**src/rtl/lodd_pkg.sv**
```systemverilog
`timescale 1ns / 1ps

package lodd_pkg;

  // Table sizes.
  localparam int LOCK_SLOTS   = 8;
  localparam int THREAD_SLOTS = 8;
  localparam int EDGE_SLOTS   = 64;

  // Fixed field widths.
  localparam int ID_W   = 8;
  localparam int OP_W   = 2;
  localparam int ST_W   = 3;
  localparam int EU_W   = 7;
  localparam int PAIR_W = 2 * ID_W;

  // Derived index and count widths.
  localparam int LIDX_W     = $clog2(LOCK_SLOTS);
  localparam int LCNT_W     = $clog2(LOCK_SLOTS + 1);
  localparam int TIDX_W     = (THREAD_SLOTS > 1) ? $clog2(THREAD_SLOTS) : 1;
  localparam int TCNT_W     = $clog2(THREAD_SLOTS + 1);
  localparam int EIDX_W     = $clog2(EDGE_SLOTS);
  localparam int ECNT_W     = $clog2(EDGE_SLOTS + 1);
  localparam int HELD_DEPTH = THREAD_SLOTS * LOCK_SLOTS;
  localparam int HADDR_W    = $clog2(HELD_DEPTH);

  // Operation codes.
  localparam logic [OP_W-1:0] OP_ACQUIRE = 2'd0;
  localparam logic [OP_W-1:0] OP_RELEASE = 2'd1;
  localparam logic [OP_W-1:0] OP_DETECT  = 2'd2;
  localparam logic [OP_W-1:0] OP_CLEAR   = 2'd3;

  // Result status codes.
  localparam logic [ST_W-1:0] ST_OK          = 3'd0;
  localparam logic [ST_W-1:0] ST_LOCK_FULL   = 3'd1;
  localparam logic [ST_W-1:0] ST_THREAD_FULL = 3'd2;
  localparam logic [ST_W-1:0] ST_NO_THREAD   = 3'd3;
  localparam logic [ST_W-1:0] ST_NOT_HELD    = 3'd4;
  localparam logic [ST_W-1:0] ST_HELD_FULL   = 3'd5;

  // Commands from the controller to the datapath.
  typedef struct packed {
    logic            load;
    logic            clear_tables;
    logic            lock_reg;
    logic            thr_new;
    logic            thr_sel;
    logic            i_clr;
    logic            i_inc;
    logic            e_clr;
    logic            e_inc;
    logic            held_rd;
    logic            held_rd_next;
    logic            held_wr_shift;
    logic            held_push;
    logic            cnt_dec;
    logic            pair_load;
    logic            edge_rd;
    logic            edge_add;
    logic            adj_clr;
    logic            adj_set;
    logic            peel_init;
    logic            peel_step;
    logic            set_status;
    logic            set_cycle;
    logic [ST_W-1:0] st;
  } lodd_cmd_t;

  // Status from the datapath to the controller.
  typedef struct packed {
    logic [OP_W-1:0] op;
    logic            lock_known;
    logic            lock_full;
    logic            thr_found;
    logic            thr_full;
    logic            i_ge_n;
    logic            i1_ge_n;
    logic            e_ge_total;
    logic            edge_full;
    logic            held_full;
    logic            held_match;
    logic            edge_match;
    logic            peel_done;
  } lodd_sts_t;

endpackage

```
**src/rtl/lodd_if.sv**
```systemverilog
`timescale 1ns / 1ps

interface lodd_in_if import lodd_pkg::*; ();
  logic            valid;
  logic            ready;
  logic [OP_W-1:0] op;
  logic [ID_W-1:0] tid;
  logic [ID_W-1:0] lock_id;

  modport source (output valid, op, tid, lock_id, input ready);
  modport sink   (input valid, op, tid, lock_id, output ready);
endinterface

interface lodd_out_if import lodd_pkg::*; ();
  logic            valid;
  logic            ready;
  logic [ST_W-1:0] status;
  logic            cycle_found;
  logic [EU_W-1:0] edges_used;

  modport source (output valid, status, cycle_found, edges_used, input ready);
  modport sink   (input valid, status, cycle_found, edges_used, output ready);
endinterface

```
**src/rtl/lodd_ram.sv**
```systemverilog
`timescale 1ns / 1ps

module lodd_ram #(
  parameter int WIDTH = 8,
  parameter int DEPTH = 64
) (
  input  logic                     clk_i,
  input  logic                     we_i,
  input  logic [$clog2(DEPTH)-1:0] waddr_i,
  input  logic [WIDTH-1:0]         wdata_i,
  input  logic [$clog2(DEPTH)-1:0] raddr_i,
  output logic [WIDTH-1:0]         rdata_o
);

  logic [WIDTH-1:0] mem [DEPTH];

  always_ff @(posedge clk_i) begin
    if (we_i) begin
      mem[waddr_i] <= wdata_i;
    end
    rdata_o <= mem[raddr_i];
  end

endmodule

```
**src/rtl/lodd_datapath.sv**
```systemverilog
`timescale 1ns / 1ps

module lodd_datapath import lodd_pkg::*; (
  input  logic            clk_i,
  input  logic            rst_ni,
  input  logic [OP_W-1:0] op_i,
  input  logic [ID_W-1:0] tid_i,
  input  logic [ID_W-1:0] lock_id_i,
  input  lodd_cmd_t       cmd_i,
  output lodd_sts_t       sts_o,
  output logic [ST_W-1:0] status_o,
  output logic            cycle_found_o,
  output logic [EU_W-1:0] edges_used_o
);

  logic [OP_W-1:0]       op_q;
  logic [ID_W-1:0]       tid_q;
  logic [ID_W-1:0]       lid_q;

  logic [ID_W-1:0]       lock_ids_q [LOCK_SLOTS];
  logic [LCNT_W-1:0]     locks_used_q;
  logic [ID_W-1:0]       thread_ids_q [THREAD_SLOTS];
  logic [TCNT_W-1:0]     threads_used_q;
  logic [LCNT_W-1:0]     held_cnt_q [THREAD_SLOTS];

  logic [TIDX_W-1:0]     t_q;
  logic [LCNT_W-1:0]     n_q;
  logic [LCNT_W-1:0]     i_q;
  logic [ECNT_W-1:0]     e_q;
  logic [ECNT_W-1:0]     edge_total_q;
  logic [PAIR_W-1:0]     pair_q;

  logic [LOCK_SLOTS-1:0] adj_q [LOCK_SLOTS];
  logic [LOCK_SLOTS-1:0] done_q;
  logic [LCNT_W-1:0]     k_q;

  logic [ST_W-1:0]       status_q;
  logic                  cyc_q;

  logic                  lock_known;
  logic                  thr_found;
  logic [TIDX_W-1:0]     thr_idx;
  logic [LCNT_W-1:0]     held_idx;
  logic [HADDR_W-1:0]    held_base;
  logic [HADDR_W-1:0]    held_raddr;
  logic [HADDR_W-1:0]    held_waddr;
  logic [ID_W-1:0]       held_wdata;
  logic                  held_we;
  logic [ID_W-1:0]       held_rdata;
  logic [PAIR_W-1:0]     edge_rdata;
  logic [LOCK_SLOTS-1:0] from_hit;
  logic [LOCK_SLOTS-1:0] to_hit;
  logic [LOCK_SLOTS-1:0] peel_zero;
  logic [LCNT_W:0]       i_plus1;
  logic [ECNT_W+EU_W-1:0] total_ext;

  // Parallel lookups in the lock and thread tables.
  always_comb begin
    lock_known = 1'b0;
    for (int k = 0; k < LOCK_SLOTS; k++) begin
      if ((LCNT_W'(k) < locks_used_q) && (lock_ids_q[k] == lid_q)) begin
        lock_known = 1'b1;
      end
    end
  end

  always_comb begin
    thr_found = 1'b0;
    thr_idx   = '0;
    for (int k = THREAD_SLOTS - 1; k >= 0; k--) begin
      if ((TCNT_W'(k) < threads_used_q) && (thread_ids_q[k] == tid_q)) begin
        thr_found = 1'b1;
        thr_idx   = TIDX_W'(k);
      end
    end
  end

  // Map the endpoints of the edge just read onto lock slots.
  always_comb begin
    for (int k = 0; k < LOCK_SLOTS; k++) begin
      from_hit[k] = (LCNT_W'(k) < locks_used_q) &&
                    (lock_ids_q[k] == edge_rdata[PAIR_W-1:ID_W]);
      to_hit[k]   = (LCNT_W'(k) < locks_used_q) &&
                    (lock_ids_q[k] == edge_rdata[ID_W-1:0]);
    end
  end

  // A node peels off when no remaining node has an edge into it.
  always_comb begin
    for (int j = 0; j < LOCK_SLOTS; j++) begin
      peel_zero[j] = 1'b1;
      for (int k = 0; k < LOCK_SLOTS; k++) begin
        if (adj_q[k][j] && !done_q[k]) begin
          peel_zero[j] = 1'b0;
        end
      end
    end
  end

  assign i_plus1    = {1'b0, i_q} + {{LCNT_W{1'b0}}, 1'b1};
  assign held_base  = HADDR_W'(t_q) * HADDR_W'(LOCK_SLOTS);
  assign held_idx   = cmd_i.held_rd_next ? i_plus1[LCNT_W-1:0] : i_q;
  assign held_raddr = held_base + HADDR_W'(held_idx);
  assign held_waddr = held_base + HADDR_W'(cmd_i.held_push ? n_q : i_q);
  assign held_wdata = cmd_i.held_push ? lid_q : held_rdata;
  assign held_we    = cmd_i.held_push | cmd_i.held_wr_shift;

  lodd_ram #(
    .WIDTH (ID_W),
    .DEPTH (HELD_DEPTH)
  ) u_held_ram (
    .clk_i   (clk_i),
    .we_i    (held_we),
    .waddr_i (held_waddr),
    .wdata_i (held_wdata),
    .raddr_i (held_raddr),
    .rdata_o (held_rdata)
  );

  lodd_ram #(
    .WIDTH (PAIR_W),
    .DEPTH (EDGE_SLOTS)
  ) u_edge_ram (
    .clk_i   (clk_i),
    .we_i    (cmd_i.edge_add),
    .waddr_i (edge_total_q[EIDX_W-1:0]),
    .wdata_i (pair_q),
    .raddr_i (e_q[EIDX_W-1:0]),
    .rdata_o (edge_rdata)
  );

  // Control counters.
  always_ff @(posedge clk_i or negedge rst_ni) begin
    if (!rst_ni) begin
      locks_used_q   <= '0;
      threads_used_q <= '0;
      edge_total_q   <= '0;
      i_q            <= '0;
      e_q            <= '0;
      k_q            <= '0;
    end else begin
      if (cmd_i.clear_tables) begin
        locks_used_q   <= '0;
        threads_used_q <= '0;
        edge_total_q   <= '0;
      end
      if (cmd_i.lock_reg) begin
        locks_used_q <= locks_used_q + LCNT_W'(1);
      end
      if (cmd_i.thr_new) begin
        threads_used_q <= threads_used_q + TCNT_W'(1);
      end
      if (cmd_i.edge_add) begin
        edge_total_q <= edge_total_q + ECNT_W'(1);
      end
      if (cmd_i.i_clr) begin
        i_q <= '0;
      end else if (cmd_i.i_inc) begin
        i_q <= i_plus1[LCNT_W-1:0];
      end
      if (cmd_i.e_clr) begin
        e_q <= '0;
      end else if (cmd_i.e_inc) begin
        e_q <= e_q + ECNT_W'(1);
      end
      if (cmd_i.peel_init) begin
        k_q <= '0;
      end else if (cmd_i.peel_step) begin
        k_q <= k_q + LCNT_W'(1);
      end
    end
  end

  // Table contents and working registers.
  always_ff @(posedge clk_i) begin
    if (cmd_i.load) begin
      op_q  <= op_i;
      tid_q <= tid_i;
      lid_q <= lock_id_i;
    end
    if (cmd_i.lock_reg) begin
      lock_ids_q[locks_used_q[LIDX_W-1:0]] <= lid_q;
    end
    if (cmd_i.thr_new) begin
      thread_ids_q[threads_used_q[TIDX_W-1:0]] <= tid_q;
      held_cnt_q[threads_used_q[TIDX_W-1:0]]   <= '0;
      t_q <= threads_used_q[TIDX_W-1:0];
      n_q <= '0;
    end else if (cmd_i.thr_sel) begin
      t_q <= thr_idx;
      n_q <= held_cnt_q[thr_idx];
    end
    if (cmd_i.held_push) begin
      held_cnt_q[t_q] <= n_q + LCNT_W'(1);
    end else if (cmd_i.cnt_dec) begin
      held_cnt_q[t_q] <= n_q - LCNT_W'(1);
    end
    if (cmd_i.pair_load) begin
      pair_q <= {held_rdata, lid_q};
    end
    for (int f = 0; f < LOCK_SLOTS; f++) begin
      if (cmd_i.adj_clr) begin
        adj_q[f] <= '0;
      end else if (cmd_i.adj_set && from_hit[f]) begin
        adj_q[f] <= adj_q[f] | to_hit;
      end
    end
    if (cmd_i.peel_init) begin
      for (int k = 0; k < LOCK_SLOTS; k++) begin
        done_q[k] <= !(LCNT_W'(k) < locks_used_q);
      end
    end else if (cmd_i.peel_step) begin
      done_q <= done_q | peel_zero;
    end
    if (cmd_i.set_status) begin
      status_q <= cmd_i.st;
      cyc_q    <= 1'b0;
    end else if (cmd_i.set_cycle) begin
      status_q <= ST_OK;
      cyc_q    <= ~&done_q;
    end
  end

  always_comb begin
    sts_o            = '0;
    sts_o.op         = op_q;
    sts_o.lock_known = lock_known;
    sts_o.lock_full  = locks_used_q >= LCNT_W'(LOCK_SLOTS);
    sts_o.thr_found  = thr_found;
    sts_o.thr_full   = threads_used_q >= TCNT_W'(THREAD_SLOTS);
    sts_o.i_ge_n     = i_q >= n_q;
    sts_o.i1_ge_n    = i_plus1 >= {1'b0, n_q};
    sts_o.e_ge_total = e_q >= edge_total_q;
    sts_o.edge_full  = edge_total_q >= ECNT_W'(EDGE_SLOTS);
    sts_o.held_full  = n_q >= LCNT_W'(LOCK_SLOTS);
    sts_o.held_match = held_rdata == lid_q;
    sts_o.edge_match = edge_rdata == pair_q;
    sts_o.peel_done  = k_q == LCNT_W'(LOCK_SLOTS);
  end

  assign total_ext     = {{EU_W{1'b0}}, edge_total_q};
  assign status_o      = status_q;
  assign cycle_found_o = cyc_q;
  assign edges_used_o  = total_ext[EU_W-1:0];

endmodule

```
**src/rtl/lodd_ctrl.sv**
```systemverilog
`timescale 1ns / 1ps

module lodd_ctrl import lodd_pkg::*; (
  input  logic      clk_i,
  input  logic      rst_ni,
  input  logic      in_valid_i,
  output logic      in_ready_o,
  output logic      out_valid_o,
  input  logic      out_ready_i,
  input  lodd_sts_t sts_i,
  output lodd_cmd_t cmd_o
);

  localparam logic [3:0] S_IDLE  = 4'd0;
  localparam logic [3:0] S_DEC   = 4'd1;
  localparam logic [3:0] S_A_HRD = 4'd2;
  localparam logic [3:0] S_A_HWT = 4'd3;
  localparam logic [3:0] S_E_RD  = 4'd4;
  localparam logic [3:0] S_E_CMP = 4'd5;
  localparam logic [3:0] S_E_ADD = 4'd6;
  localparam logic [3:0] S_A_PSH = 4'd7;
  localparam logic [3:0] S_R_RD  = 4'd8;
  localparam logic [3:0] S_R_CMP = 4'd9;
  localparam logic [3:0] S_R_SRD = 4'd10;
  localparam logic [3:0] S_R_SWR = 4'd11;
  localparam logic [3:0] S_D_RD  = 4'd12;
  localparam logic [3:0] S_D_ADJ = 4'd13;
  localparam logic [3:0] S_D_PL  = 4'd14;
  localparam logic [3:0] S_RESP  = 4'd15;

  logic [3:0] state_q;
  logic [3:0] state_d;

  always_ff @(posedge clk_i or negedge rst_ni) begin
    if (!rst_ni) begin
      state_q <= S_IDLE;
    end else begin
      state_q <= state_d;
    end
  end

  assign in_ready_o  = state_q == S_IDLE;
  assign out_valid_o = state_q == S_RESP;

  always_comb begin
    state_d = state_q;
    cmd_o   = '0;
    case (state_q)
      S_IDLE: begin
        if (in_valid_i) begin
          cmd_o.load = 1'b1;
          state_d    = S_DEC;
        end
      end
      S_DEC: begin
        case (sts_i.op)
          OP_ACQUIRE: begin
            if (!sts_i.lock_known && sts_i.lock_full) begin
              cmd_o.set_status = 1'b1;
              cmd_o.st         = ST_LOCK_FULL;
              state_d          = S_RESP;
            end else begin
              cmd_o.lock_reg = !sts_i.lock_known;
              if (!sts_i.thr_found && sts_i.thr_full) begin
                cmd_o.set_status = 1'b1;
                cmd_o.st         = ST_THREAD_FULL;
                state_d          = S_RESP;
              end else begin
                cmd_o.thr_sel = sts_i.thr_found;
                cmd_o.thr_new = !sts_i.thr_found;
                cmd_o.i_clr   = 1'b1;
                state_d       = S_A_HRD;
              end
            end
          end
          OP_RELEASE: begin
            if (!sts_i.thr_found) begin
              cmd_o.set_status = 1'b1;
              cmd_o.st         = ST_NO_THREAD;
              state_d          = S_RESP;
            end else begin
              cmd_o.thr_sel = 1'b1;
              cmd_o.i_clr   = 1'b1;
              state_d       = S_R_RD;
            end
          end
          OP_DETECT: begin
            cmd_o.adj_clr = 1'b1;
            cmd_o.e_clr   = 1'b1;
            state_d       = S_D_RD;
          end
          default: begin
            cmd_o.clear_tables = 1'b1;
            cmd_o.set_status   = 1'b1;
            cmd_o.st           = ST_OK;
            state_d            = S_RESP;
          end
        endcase
      end
      S_A_HRD: begin
        if (sts_i.i_ge_n) begin
          state_d = S_A_PSH;
        end else begin
          cmd_o.held_rd = 1'b1;
          state_d       = S_A_HWT;
        end
      end
      S_A_HWT: begin
        cmd_o.pair_load = 1'b1;
        cmd_o.e_clr     = 1'b1;
        state_d         = S_E_RD;
      end
      S_E_RD: begin
        if (sts_i.e_ge_total) begin
          state_d = S_E_ADD;
        end else begin
          cmd_o.edge_rd = 1'b1;
          state_d       = S_E_CMP;
        end
      end
      S_E_CMP: begin
        if (sts_i.edge_match) begin
          cmd_o.i_inc = 1'b1;
          state_d     = S_A_HRD;
        end else begin
          cmd_o.e_inc = 1'b1;
          state_d     = S_E_RD;
        end
      end
      S_E_ADD: begin
        cmd_o.edge_add = !sts_i.edge_full;
        cmd_o.i_inc    = 1'b1;
        state_d        = S_A_HRD;
      end
      S_A_PSH: begin
        cmd_o.set_status = 1'b1;
        if (sts_i.held_full) begin
          cmd_o.st = ST_HELD_FULL;
        end else begin
          cmd_o.held_push = 1'b1;
          cmd_o.st        = ST_OK;
        end
        state_d = S_RESP;
      end
      S_R_RD: begin
        if (sts_i.i_ge_n) begin
          cmd_o.set_status = 1'b1;
          cmd_o.st         = ST_NOT_HELD;
          state_d          = S_RESP;
        end else begin
          cmd_o.held_rd = 1'b1;
          state_d       = S_R_CMP;
        end
      end
      S_R_CMP: begin
        if (sts_i.held_match) begin
          state_d = S_R_SRD;
        end else begin
          cmd_o.i_inc = 1'b1;
          state_d     = S_R_RD;
        end
      end
      S_R_SRD: begin
        if (sts_i.i1_ge_n) begin
          cmd_o.cnt_dec    = 1'b1;
          cmd_o.set_status = 1'b1;
          cmd_o.st         = ST_OK;
          state_d          = S_RESP;
        end else begin
          cmd_o.held_rd      = 1'b1;
          cmd_o.held_rd_next = 1'b1;
          state_d            = S_R_SWR;
        end
      end
      S_R_SWR: begin
        cmd_o.held_wr_shift = 1'b1;
        cmd_o.i_inc         = 1'b1;
        state_d             = S_R_SRD;
      end
      S_D_RD: begin
        if (sts_i.e_ge_total) begin
          cmd_o.peel_init = 1'b1;
          state_d         = S_D_PL;
        end else begin
          cmd_o.edge_rd = 1'b1;
          state_d       = S_D_ADJ;
        end
      end
      S_D_ADJ: begin
        cmd_o.adj_set = 1'b1;
        cmd_o.e_inc   = 1'b1;
        state_d       = S_D_RD;
      end
      S_D_PL: begin
        if (sts_i.peel_done) begin
          cmd_o.set_cycle = 1'b1;
          state_d         = S_RESP;
        end else begin
          cmd_o.peel_step = 1'b1;
        end
      end
      S_RESP: begin
        if (out_ready_i) begin
          state_d = S_IDLE;
        end
      end
      default: begin
        state_d = S_IDLE;
      end
    endcase
  end

endmodule

```
**src/rtl/lock_order_deadlock_detector.sv**
```systemverilog
`timescale 1ns / 1ps

// Lock-order tracker with deadlock detection.
// The req_i channel carries one transaction per operation: op selects acquire,
// release, detect or clear, and tid and lock_id name the thread and lock.
// The rsp_o channel returns exactly one transaction per request with a status
// code, a cycle flag for detect and the number of stored ordering edges.
// One request is handled at a time: req_i.ready is high only while the block
// is idle, and it stays low until the response has been taken.
// Clear and early failures are answered from the decode state. A release
// searches the thread's held list for the lock, then shifts the later entries
// down over it. An acquire checks every lock that the thread holds against
// the edge table, one entry at a time, and stores each missing ordering edge
// while the edge table has room. A detect builds the adjacency matrix from
// the edge memory, then peels nodes without incoming edges once per cycle.
// Reset empties the lock, thread and edge tables at once; no clearing pass.
// If the receiver stalls, the response holds on rsp_o and no new request is
// accepted until it is taken.
module lock_order_deadlock_detector import lodd_pkg::*; (
  input  logic     clk_i,
  input  logic     rst_ni,
  lodd_in_if.sink  req_i,
  lodd_out_if.source rsp_o
);

  lodd_cmd_t cmd;
  lodd_sts_t sts;

  // The controller sequences each operation; the datapath owns the tables.
  lodd_ctrl u_ctrl (
    .clk_i       (clk_i),
    .rst_ni      (rst_ni),
    .in_valid_i  (req_i.valid),
    .in_ready_o  (req_i.ready),
    .out_valid_o (rsp_o.valid),
    .out_ready_i (rsp_o.ready),
    .sts_i       (sts),
    .cmd_o       (cmd)
  );

  lodd_datapath u_datapath (
    .clk_i         (clk_i),
    .rst_ni        (rst_ni),
    .op_i          (req_i.op),
    .tid_i         (req_i.tid),
    .lock_id_i     (req_i.lock_id),
    .cmd_i         (cmd),
    .sts_o         (sts),
    .status_o      (rsp_o.status),
    .cycle_found_o (rsp_o.cycle_found),
    .edges_used_o  (rsp_o.edges_used)
  );

  // A response and a new request are never both offered.
  assert property (@(posedge clk_i) disable iff (!rst_ni)
    !(rsp_o.valid && req_i.ready))
    else $error("response pending while a request is accepted");

  // A found cycle is only reported with an ok status.
  assert property (@(posedge clk_i) disable iff (!rst_ni)
    (rsp_o.valid && rsp_o.cycle_found) |-> (rsp_o.status == ST_OK))
    else $error("cycle flag with a failing status");

  // Once a request is taken, no second one is taken in the next cycle.
  assert property (@(posedge clk_i) disable iff (!rst_ni)
    (req_i.valid && req_i.ready) |=> !req_i.ready)
    else $error("back to back request acceptance");

  // The datapath is never told to add an edge past the table end.
  assert property (@(posedge clk_i) disable iff (!rst_ni)
    cmd.edge_add |-> !sts.edge_full)
    else $error("edge written into a full table");

endmodule
```
**src/flat_wrapper.sv**
```systemverilog
// flat-port wrapper written by rule: the top's interface ports become plain ports
module lock_order_deadlock_detector_flat import lodd_pkg::*;
  (clk_i, rst_ni, req_i_valid, req_i_op, req_i_tid, req_i_lock_id, req_i_ready, rsp_o_valid, rsp_o_status, rsp_o_cycle_found, rsp_o_edges_used, rsp_o_ready);
  lodd_in_if req_i_i ();
  lodd_out_if rsp_o_i ();
  input  logic clk_i;
  input  logic rst_ni;
  input wire logic [$bits(req_i_i.valid)-1:0] req_i_valid;
  input wire logic [$bits(req_i_i.op)-1:0] req_i_op;
  input wire logic [$bits(req_i_i.tid)-1:0] req_i_tid;
  input wire logic [$bits(req_i_i.lock_id)-1:0] req_i_lock_id;
  output wire logic [$bits(req_i_i.ready)-1:0] req_i_ready;
  output wire logic [$bits(rsp_o_i.valid)-1:0] rsp_o_valid;
  output wire logic [$bits(rsp_o_i.status)-1:0] rsp_o_status;
  output wire logic [$bits(rsp_o_i.cycle_found)-1:0] rsp_o_cycle_found;
  output wire logic [$bits(rsp_o_i.edges_used)-1:0] rsp_o_edges_used;
  input wire logic [$bits(rsp_o_i.ready)-1:0] rsp_o_ready;
  assign req_i_i.valid = req_i_valid;
  assign req_i_i.op = req_i_op;
  assign req_i_i.tid = req_i_tid;
  assign req_i_i.lock_id = req_i_lock_id;
  assign req_i_ready = req_i_i.ready;
  assign rsp_o_valid = rsp_o_i.valid;
  assign rsp_o_status = rsp_o_i.status;
  assign rsp_o_cycle_found = rsp_o_i.cycle_found;
  assign rsp_o_edges_used = rsp_o_i.edges_used;
  assign rsp_o_i.ready = rsp_o_ready;
  lock_order_deadlock_detector u_core (.clk_i(clk_i), .rst_ni(rst_ni), .req_i(req_i_i), .rsp_o(rsp_o_i));
endmodule
```
**config.mk**
```make
export PLATFORM = sky130hd
export DESIGN_NAME = lock_order_deadlock_detector_flat
export DESIGN_NICKNAME = d
export VERILOG_FILES = /design/src/rtl/lodd_pkg.sv /design/src/rtl/lodd_if.sv /design/src/rtl/lodd_ram.sv /design/src/rtl/lodd_datapath.sv /design/src/rtl/lodd_ctrl.sv /design/src/rtl/lock_order_deadlock_detector.sv /design/src/flat_wrapper.sv
export SDC_FILE = /design/constraint.sdc
export NUM_CORES = 2
export LEC_CHECK = 0
export BUFFER_PORTS_ARGS = -buffer_cell sky130_fd_sc_hd__buf_2
export CAP_MARGIN = 20
export CORE_ASPECT_RATIO = 1.75
export CORE_UTILIZATION = 60
export CTS_CLUSTER_DIAMETER = 40
export CTS_CLUSTER_SIZE = 16
export DETAILED_ROUTE_END_ITERATION = 16
export PLACE_DENSITY_LB_ADDON = 0.08
export SETUP_SLACK_MARGIN = 0.02
export SLEW_MARGIN = 30
export SYNTH_ARGS = -nofsm -noshare
export SYNTH_HDL_FRONTEND = slang
export SYNTH_SLANG_ARGS = --single-unit
```
**constraint.sdc**
```tcl
create_clock -name clk_i -period 13.8 [get_ports clk_i]
set_clock_uncertainty 0.05 [all_clocks]
set_input_delay 1.38 -clock clk_i [delete_from_list [all_inputs] [get_ports clk_i]]
set_output_delay 1.38 -clock clk_i [all_outputs]
set_load 0.02 [all_outputs]
```
Yosys cells after proc, flatten, opt, wreduce, memory -nomap -nowiden
Memories as Yosys holds them, arrays and structs flattened. A register that Yosys moved wholly into a read port is not among the register bits.
Cells that the tools add are included.
- logic and storage cells: 489
- RAM bits: 1760
- input port bits: 22
- memories kept: 6
- register bits: 83
- output and inout bits: 13
- add/sub/neg operators: 10
- multiplexer cells: 220
- reductions and logical operators: 141
- equal/unequal tests: 55
- magnitude comparators: 23
- bitwise gates (word level): 19
- memories (name ; words ; bits a word ; read ports ; clocked after memory_dff ; wr ports ; line ; source):
    u_core.u_datapath.u_edge_ram.mem ; 64 ; 16 ; 1 ; 1 ; 1 ; lodd_ram.sv:15 ; logic [WIDTH-1:0] mem [DEPTH];
    u_core.u_datapath.u_held_ram.mem ; 64 ; 8 ; 1 ; 1 ; 1 ; lodd_ram.sv:15 ;
    u_core.u_datapath.adj_q ; 8 ; 8 ; 8 ; 0 ; 8 ; lodd_datapath.sv:33 ; logic [LOCK_SLOTS-1:0] adj_q [LOCK_SLOTS];
    u_core.u_datapath.lock_ids_q ; 8 ; 8 ; 8 ; 0 ; 1 ; lodd_datapath.sv:20 ; logic [ID_W-1:0] lock_ids_q [LOCK_SLOTS];
    u_core.u_datapath.thread_ids_q ; 8 ; 8 ; 8 ; 0 ; 1 ; lodd_datapath.sv:22 ; logic [ID_W-1:0] thread_ids_q [THREAD_SLOTS];
    u_core.u_datapath.held_cnt_q ; 8 ; 4 ; 1 ; 1 ; 1 ; lodd_datapath.sv:24 ; logic [LCNT_W-1:0] held_cnt_q [THREAD_SLOTS];
- operators with widths (kind ; count):
    8-bit equality test ; 33
    1-bit 2-to-1 mux ; 148
    1-bit logical AND ; 106
    8-bit 2-to-1 mux ; 11
    8-bit OR ; 9
    4-bit 2-to-1 mux ; 17
    4-bit one-hot mux with 16 select lines ; 1
    3-bit 2-to-1 mux ; 21
    4-bit equality test, second input constant ; 9
    3-bit by 4-bit less-than comparator with 1-bit output, first input constant ; 8
    7-bit 2-to-1 mux ; 4
    1-bit logical NOT ; 20
    4-bit by 1-bit adder with 4-bit output, second input constant ; 4
    16-bit equality test ; 1
    4-bit by 3-bit equality test with 1-bit output, second input constant ; 4
    1-bit by 4-bit less-than comparator with 1-bit output, first input constant ; 4
    2-bit by 4-bit less-than comparator with 1-bit output, first input constant ; 4
    2-bit 2-to-1 mux ; 8
    2-bit nonzero test ; 8
    7-bit by 1-bit adder with 7-bit output, second input constant ; 2
    6-bit by 4-bit adder with 6-bit output ; 2
    4-bit greater-or-equal comparator, second input constant ; 3
    4-bit one-hot mux with 3 select lines ; 1
    1-bit OR ; 10
    25 further kinds ; 30

Longest topological paths before layout
An unclocked memory read counts as a cell.
- word-level depth: 20
- depth in mapped cells: 27
- depth with buffers taken out: 18

Modules after synthesis
Synthesis repeated with hierarchy kept, for this count alone.
- cell total of the unflattened synthesis: 4150
- area total of the unflattened synthesis: 76796.2 µm²
- by module, submodules not included (module ; area an instance (µm²) ; seq. area each (µm²) ; times used ; cells each):
    lodd_ram (u_core.u_datapath.u_edge_ram) ; 39978.3 ; 31069.8 ; 1 ; 1820
    lodd_ram (u_core.u_datapath.u_held_ram) ; 20166.8 ; 15534.9 ; 1 ; 940
    lodd_datapath ; 15843.9 ; 9018.6 ; 1 ; 1275
    lodd_ctrl ; 807.0 ; 100.1 ; 1 ; 115

Least setup slack after synthesis
Ideal clock, no wire load.
- path type: register -> register
- start: reg u_core.u_datapath.i_q[1]
- end: reg u_core.u_datapath.u_held_ram.rdata_o[0] (read register of u_core.u_datapath.u_held_ram.mem)
- stages on the path, launching flop included: 25
- clock period less this slack: 5.676 ns
- setup time: 0.088 ns
- path slack: 8.124 ns
- buffers on the path: 8
- arrival time: 5.538 ns
- required time: 13.662 ns
- cell sequence: dfrtp_1 > buf_4 > buf_2 > buf_2 > buf_2 > buf_2 > nand3_1 > xnor2_1 > ha_1 > o21a_1 > o31ai_4 > nand2_1 > buf_2 > buf_1 > clkbuf_1 > nor2_1 > xor2_1 > ha_1 > ha_1 > xnor2_1 > nor2_1 > nand3_1 > o22ai_1 > or3_1 > nor4_2
- word-level cells in the longest chain between the ends: 6
- ends and longest elaborated chain (item ; line ; source):
    start: declaration ; lodd_datapath.sv:28 ; logic [LCNT_W-1:0] i_q;
    start signal: assignment ; lodd_datapath.sv:159 ; i_q <= i_plus1[LCNT_W-1:0];
    4-bit by 1-bit adder with 5-bit output ; lodd_datapath.sv:100 ; assign i_plus1 = {1'b0, i_q} + {{LCNT_W{1'b0}}, 1'b1};
    5-bit by 4-bit greater-or-equal comparator with 1-bit output ; lodd_datapath.sv:232 ; sts_o.i1_ge_n = i_plus1 >= {1'b0, n_q};
    1-bit 2-to-1 mux ; lodd_ctrl.sv:164 ; if (sts_i.i1_ge_n) begin
    1-bit 2-to-1 mux ; lodd_ctrl.sv:48 ; case (state_q)
    4-bit 2-to-1 mux * ; lodd_datapath.sv:102 ; assign held_idx = cmd_i.held_rd_next ? i_plus1[LCNT_W-1:0] : i_q;
    6-bit by 4-bit adder with 6-bit output * ; lodd_datapath.sv:103 ; assign held_raddr = held_base + HADDR_W'(held_idx);
    end: declaration ; lodd_ram.sv:12 ; output logic [WIDTH-1:0] rdata_o
Mark *: on every way between the ends. The rest lies on a longest branch, timed or not.
A chain may end at the register's enable or synchronous reset.

Worst setup path after layout
- start: reg u_core.u_datapath.i_q[1]
- end: reg u_core.u_datapath.u_held_ram.rdata_o[4] (read register of u_core.u_datapath.u_held_ram.mem)
The elaborated chain is that of the path after synthesis.

==> metrics.csv <==
metric,value,unit
initial antenna violation count,4,
# clock sinks,1871,
worst relative slew slack,0.288,
IO Pins,35,
Max Slew Vio Count,0,
remaining antenna violation count after routing,0,
clock-pin transition on the worst setup and hold timing paths,0.07,ns
setup TNS,0,ns
Post-Syn Area per Cell,18.1,sq um
clock latency on the worst-skew pair,0.79,ns
Setup WS post-layout,7.91,ns
LEAKAGE,27.9,nW
number of synthesized register bits,1871,
Vias,41500,
RR Startpoint,u_core.u_datapath.i_q[1]$_DFFE_PN0P_,
PortBufs,34,
number of H-tree levels,4,
Post-CTS Resized,0,
multiplexer share of the synthesized area,0.161,
Crit Path Class,reg -> reg,
Most common cell on crit path,ha_1,
CTS tree,built,
Final Cycle Share,0.426,
WL final,199000,um
"top cells by area, synth","edfxtp_1, mux4_2, mux2i_1",
fillers,8782,
reg2reg end,u_core.u_datapath.u_held_ram.rdata_o[4]$_DFF_P_,
CTS max path bufs,3,
syn nets,4460,
drc violations,0,
Final setup viols,0,
Worst Path Max Fanout,54,
run status,"finished, final reports clean",
top cell type's share of synthesized area,0.682,
Max Clk Rate,170,MHz
Final #Nets,4563,
"Seq/Total Area, Yosys",0.700,
warnings from Yosys,0,
endpoints failing hold,0,
GR Util All Layers,0.302,
R2R Setup Slk,7.91,ns
CP endpoint kind,register,
TritonRoute pass-1 iters,6,
hold buffers post-CTS,0,
Synth Area in Adders,0.00559,
first-pass GRT wire length,291000,um
slowest CP cell,nor2_1,
post-synthesis compound-gate area fraction,0.0385,
CP bufs+invs,0,
CTS Buf Count,161,
"Arr. time, crit path",6.49,ns
"EDFF count, synth",1808,
Die Y,484,um
CP top delay family,simple AND/OR/NAND/NOR gates,
Die ar.,134000,sq um
hold_sp,u_core.u_datapath.cycle_found_o$_SDFFE_PP0P_,
Synth Area in Simple Gates,0.0465,
wire length per cell,31.5,um
Synth area leader,edfxtp_1,
Synth Instances,4403,
CP Cell Sequence,"ha_4, ha_1, a21boi_1, o31ai_4, nand2_4, nor2_1, xor2_1, ha_1, ha_1, xnor2_1, nor2_1, nand3_1, o22ai_1, or3_1, nor4_2",
Peak VDD IR,0.159,mV
RSZ-0062 raised after global routing,false,
vias in the first global route,43100,
Final HPWL DP,134000,um
Vias/cell,6.57,
fin util,0.665,
max incr delay on CP,0.69,ns
max-cap viol count,0,
Die W,277,um
core area,131000,sq um
xor/xnor share of the synthesized area,0.0330,
Starting Density,0.606,
Synth-to-Final Area Change,9.84,%
root buffer cell,clkbuf_16,
pre-CTS WS,7.90,ns
worst slew pin tran,1.06,ns
async set-reset flop share out of synthesis,0.0182,
GRT overflow,0,
"Req. time, crit path",14.40,ns
Final Wtd Congestion,0.946,
"Setup Fix Bufs, Post-CTS",0,
Power Density,191,nW/um^2
initial drt markers,3480,
layout cells sized above 1,0.215,
main combinational cell family by area after synthesis,multiplexers,
Post-Syn Area,79700,sq um
row cnt,176,
FF-to-FF path depth,15,
Hold Crit Depth,2,
Synth Flop Type,edfxtp_1,
Min-Delay Endpoint,u_core.u_datapath.cycle_found_o$_SDFFE_PP0P_,
Hold Crit Class,reg -> reg,
minimum clock period,5.89,ns
CP startpoint kind,register,
synth unique cells,80,
largest net degree at the start of global routing,122,
==> state kept, by name (all words and copies together), names as in the netlist, 4 cells and up <==
name                                  flops
u_core.u_datapath.adj_q                  64
u_core.u_datapath.k_q                     4
u_core.u_datapath.tid_q                   8
u_core.u_datapath.thread_ids_q           64
u_core.u_datapath.edges_used_o            7
u_core.u_datapath.lid_q                   8
u_core.u_datapath.pair_q                 16
u_core.u_ctrl.state_q                     4
u_core.u_datapath.held_cnt_q             32
u_core.u_datapath.i_q                     4
u_core.u_datapath.u_edge_ram.rdata_o     16
u_core.u_datapath.lock_ids_q             64
u_core.u_datapath.done_q                  8
u_core.u_datapath.locks_used_q            4
u_core.u_datapath.u_edge_ram.mem       1024
u_core.u_datapath.u_held_ram.mem        512
u_core.u_datapath.u_held_ram.rdata_o      8
u_core.u_datapath.n_q                     4
u_core.u_datapath.threads_used_q          4
u_core.u_datapath.e_q                     7
==> worst min-delay path: stages (launching register included) <==
cell,delay (ns)
dfxtp_1,0.35
nand2b_1,0.08
a211oi_1,0.07
==> cell families (layout without fill, tap and decap cells) <==
logic type	after synthesis	in the layout
flops	1871	1871
fa+ha+maj	35	35
buf+inv	288	500
xor+xnor	300	300
compound gates	442	442
simple gates	741	741
other cells	0	3
mux	726	726
==> metal layers <==
| metal | routed length (um) | vias to the layer above | global-route usage |
|---|---|---|---|
| li1 | - | 18000 | - |
| met1 | 67200 | 21600 | 0.332 |
| met2 | 109000 | 1407 | 0.553 |
| met3 | 9040 | 494 | 0.0404 |
| met4 | 13400 | 4 | 0.183 |
| met5 | 28 | - | 0 |
==> report_power, final <==
group | internal (mW) | total [mW] | switching (mW)
Clock | 2.44 | 4.51 | 2.07
Sequential | 6.75 | 7.08 | 0.329
Combinational | 2.03 | 5.11 | 3.07
==> how the worst max path moves through the flow <==
stage                                               from                                         endpoint  cells past startpoint
global route        u_core.u_datapath.i_q[1]$_DFFE_PN0P_  u_core.u_datapath.u_held_ram.rdata_o[1]$_DFF_P_                     17
floorplan           u_core.u_datapath.i_q[1]$_DFFE_PN0P_  u_core.u_datapath.u_held_ram.rdata_o[0]$_DFF_P_                     24
detailed placement  u_core.u_datapath.i_q[1]$_DFFE_PN0P_  u_core.u_datapath.u_held_ram.rdata_o[4]$_DFF_P_                     15
global placement    u_core.u_datapath.i_q[1]$_DFFE_PN0P_  u_core.u_datapath.u_held_ram.rdata_o[4]$_DFF_P_                     15
CTS                 u_core.u_datapath.i_q[1]$_DFFE_PN0P_  u_core.u_datapath.u_held_ram.rdata_o[4]$_DFF_P_                     15
finish              u_core.u_datapath.i_q[1]$_DFFE_PN0P_  u_core.u_datapath.u_held_ram.rdata_o[4]$_DFF_P_                     15
==> through the flow <==
step / hold WS, ns / cell area (sq um) / power [mW] / cells
final: 0.489 / 87500 / 16.7 / 6309
after detailed placement: 0.476 / 82200 / 12.3 / 6032
after CTS: 0.486 / 87400 / 16.8 / 6304
after global routing: 0.500 / 87500 / 17.2 / 6307
after global placement: 0.462 / 82200 / 12.2 / 6032
after floorplan: 0.397 / 79700 / 10.5 / 4403
==> placed cells by master (no fill, tap or decap), types with 15 or more instances in the layout <==
master,instances
a211oi_1,60
edfxtp_1,1808
dfxtp_1,29
o21a_1,65
a21oi_1,66
or2_2,15
clkbuf_16,165
inv_1,41
buf_2,33
mux4_2,435
nor3_2,18
xnor2_1,201
nand2_1,138
inv_6,17
clkbuf_1,21
nor2_1,211
mux2i_1,244
dfrtp_1,28
mux2_2,39
a2111oi_0,17
nand4_1,49
a31oi_1,31
or3_1,22
ha_1,33
and3_1,28
nor3_1,38
nand3_1,81
buf_4,147
nor4_1,27
xor2_1,99
o21ai_0,58
nor2b_1,22
and2_1,25
==> synthesized netlist by cell type, types with 23 or more instances <==
master / count
edfxtp_1: 1808
mux4_2: 435
mux2i_1: 244
nor2_1: 219
xnor2_1: 201
clkbuf_1: 142
nand2_1: 140
xor2_1: 99
nand3_1: 81
a21oi_1: 66
o21a_1: 65
a211oi_1: 60
o21ai_0: 59
nor3_1: 55
nand4_1: 49
buf_2: 44
buf_1: 43
inv_1: 41
mux2_2: 41
dfrtp_1: 34
ha_1: 34
a31oi_1: 31
dfxtp_1: 29
nor4_1: 29
and3_1: 28
and2_1: 25
nor2b_1: 23
==> area by class of cell <==
class / count / area [sq um] / area share
clock buffer: 188 / 4240 / 0.0484
antenna: 3 / 7.51 / 0.0000858
multi-input combinational: 2244 / 22900 / 0.262
clock inverter: 84 / 947 / 0.0108
timing repair buffer: 186 / 1390 / 0.0158
sequential: 1871 / 55700 / 0.637
tap: 1691 / 2120 / 0.0242
inverter: 42 / 158 / 0.00180
No activity file was read; power rests on OpenSTA's default activity.
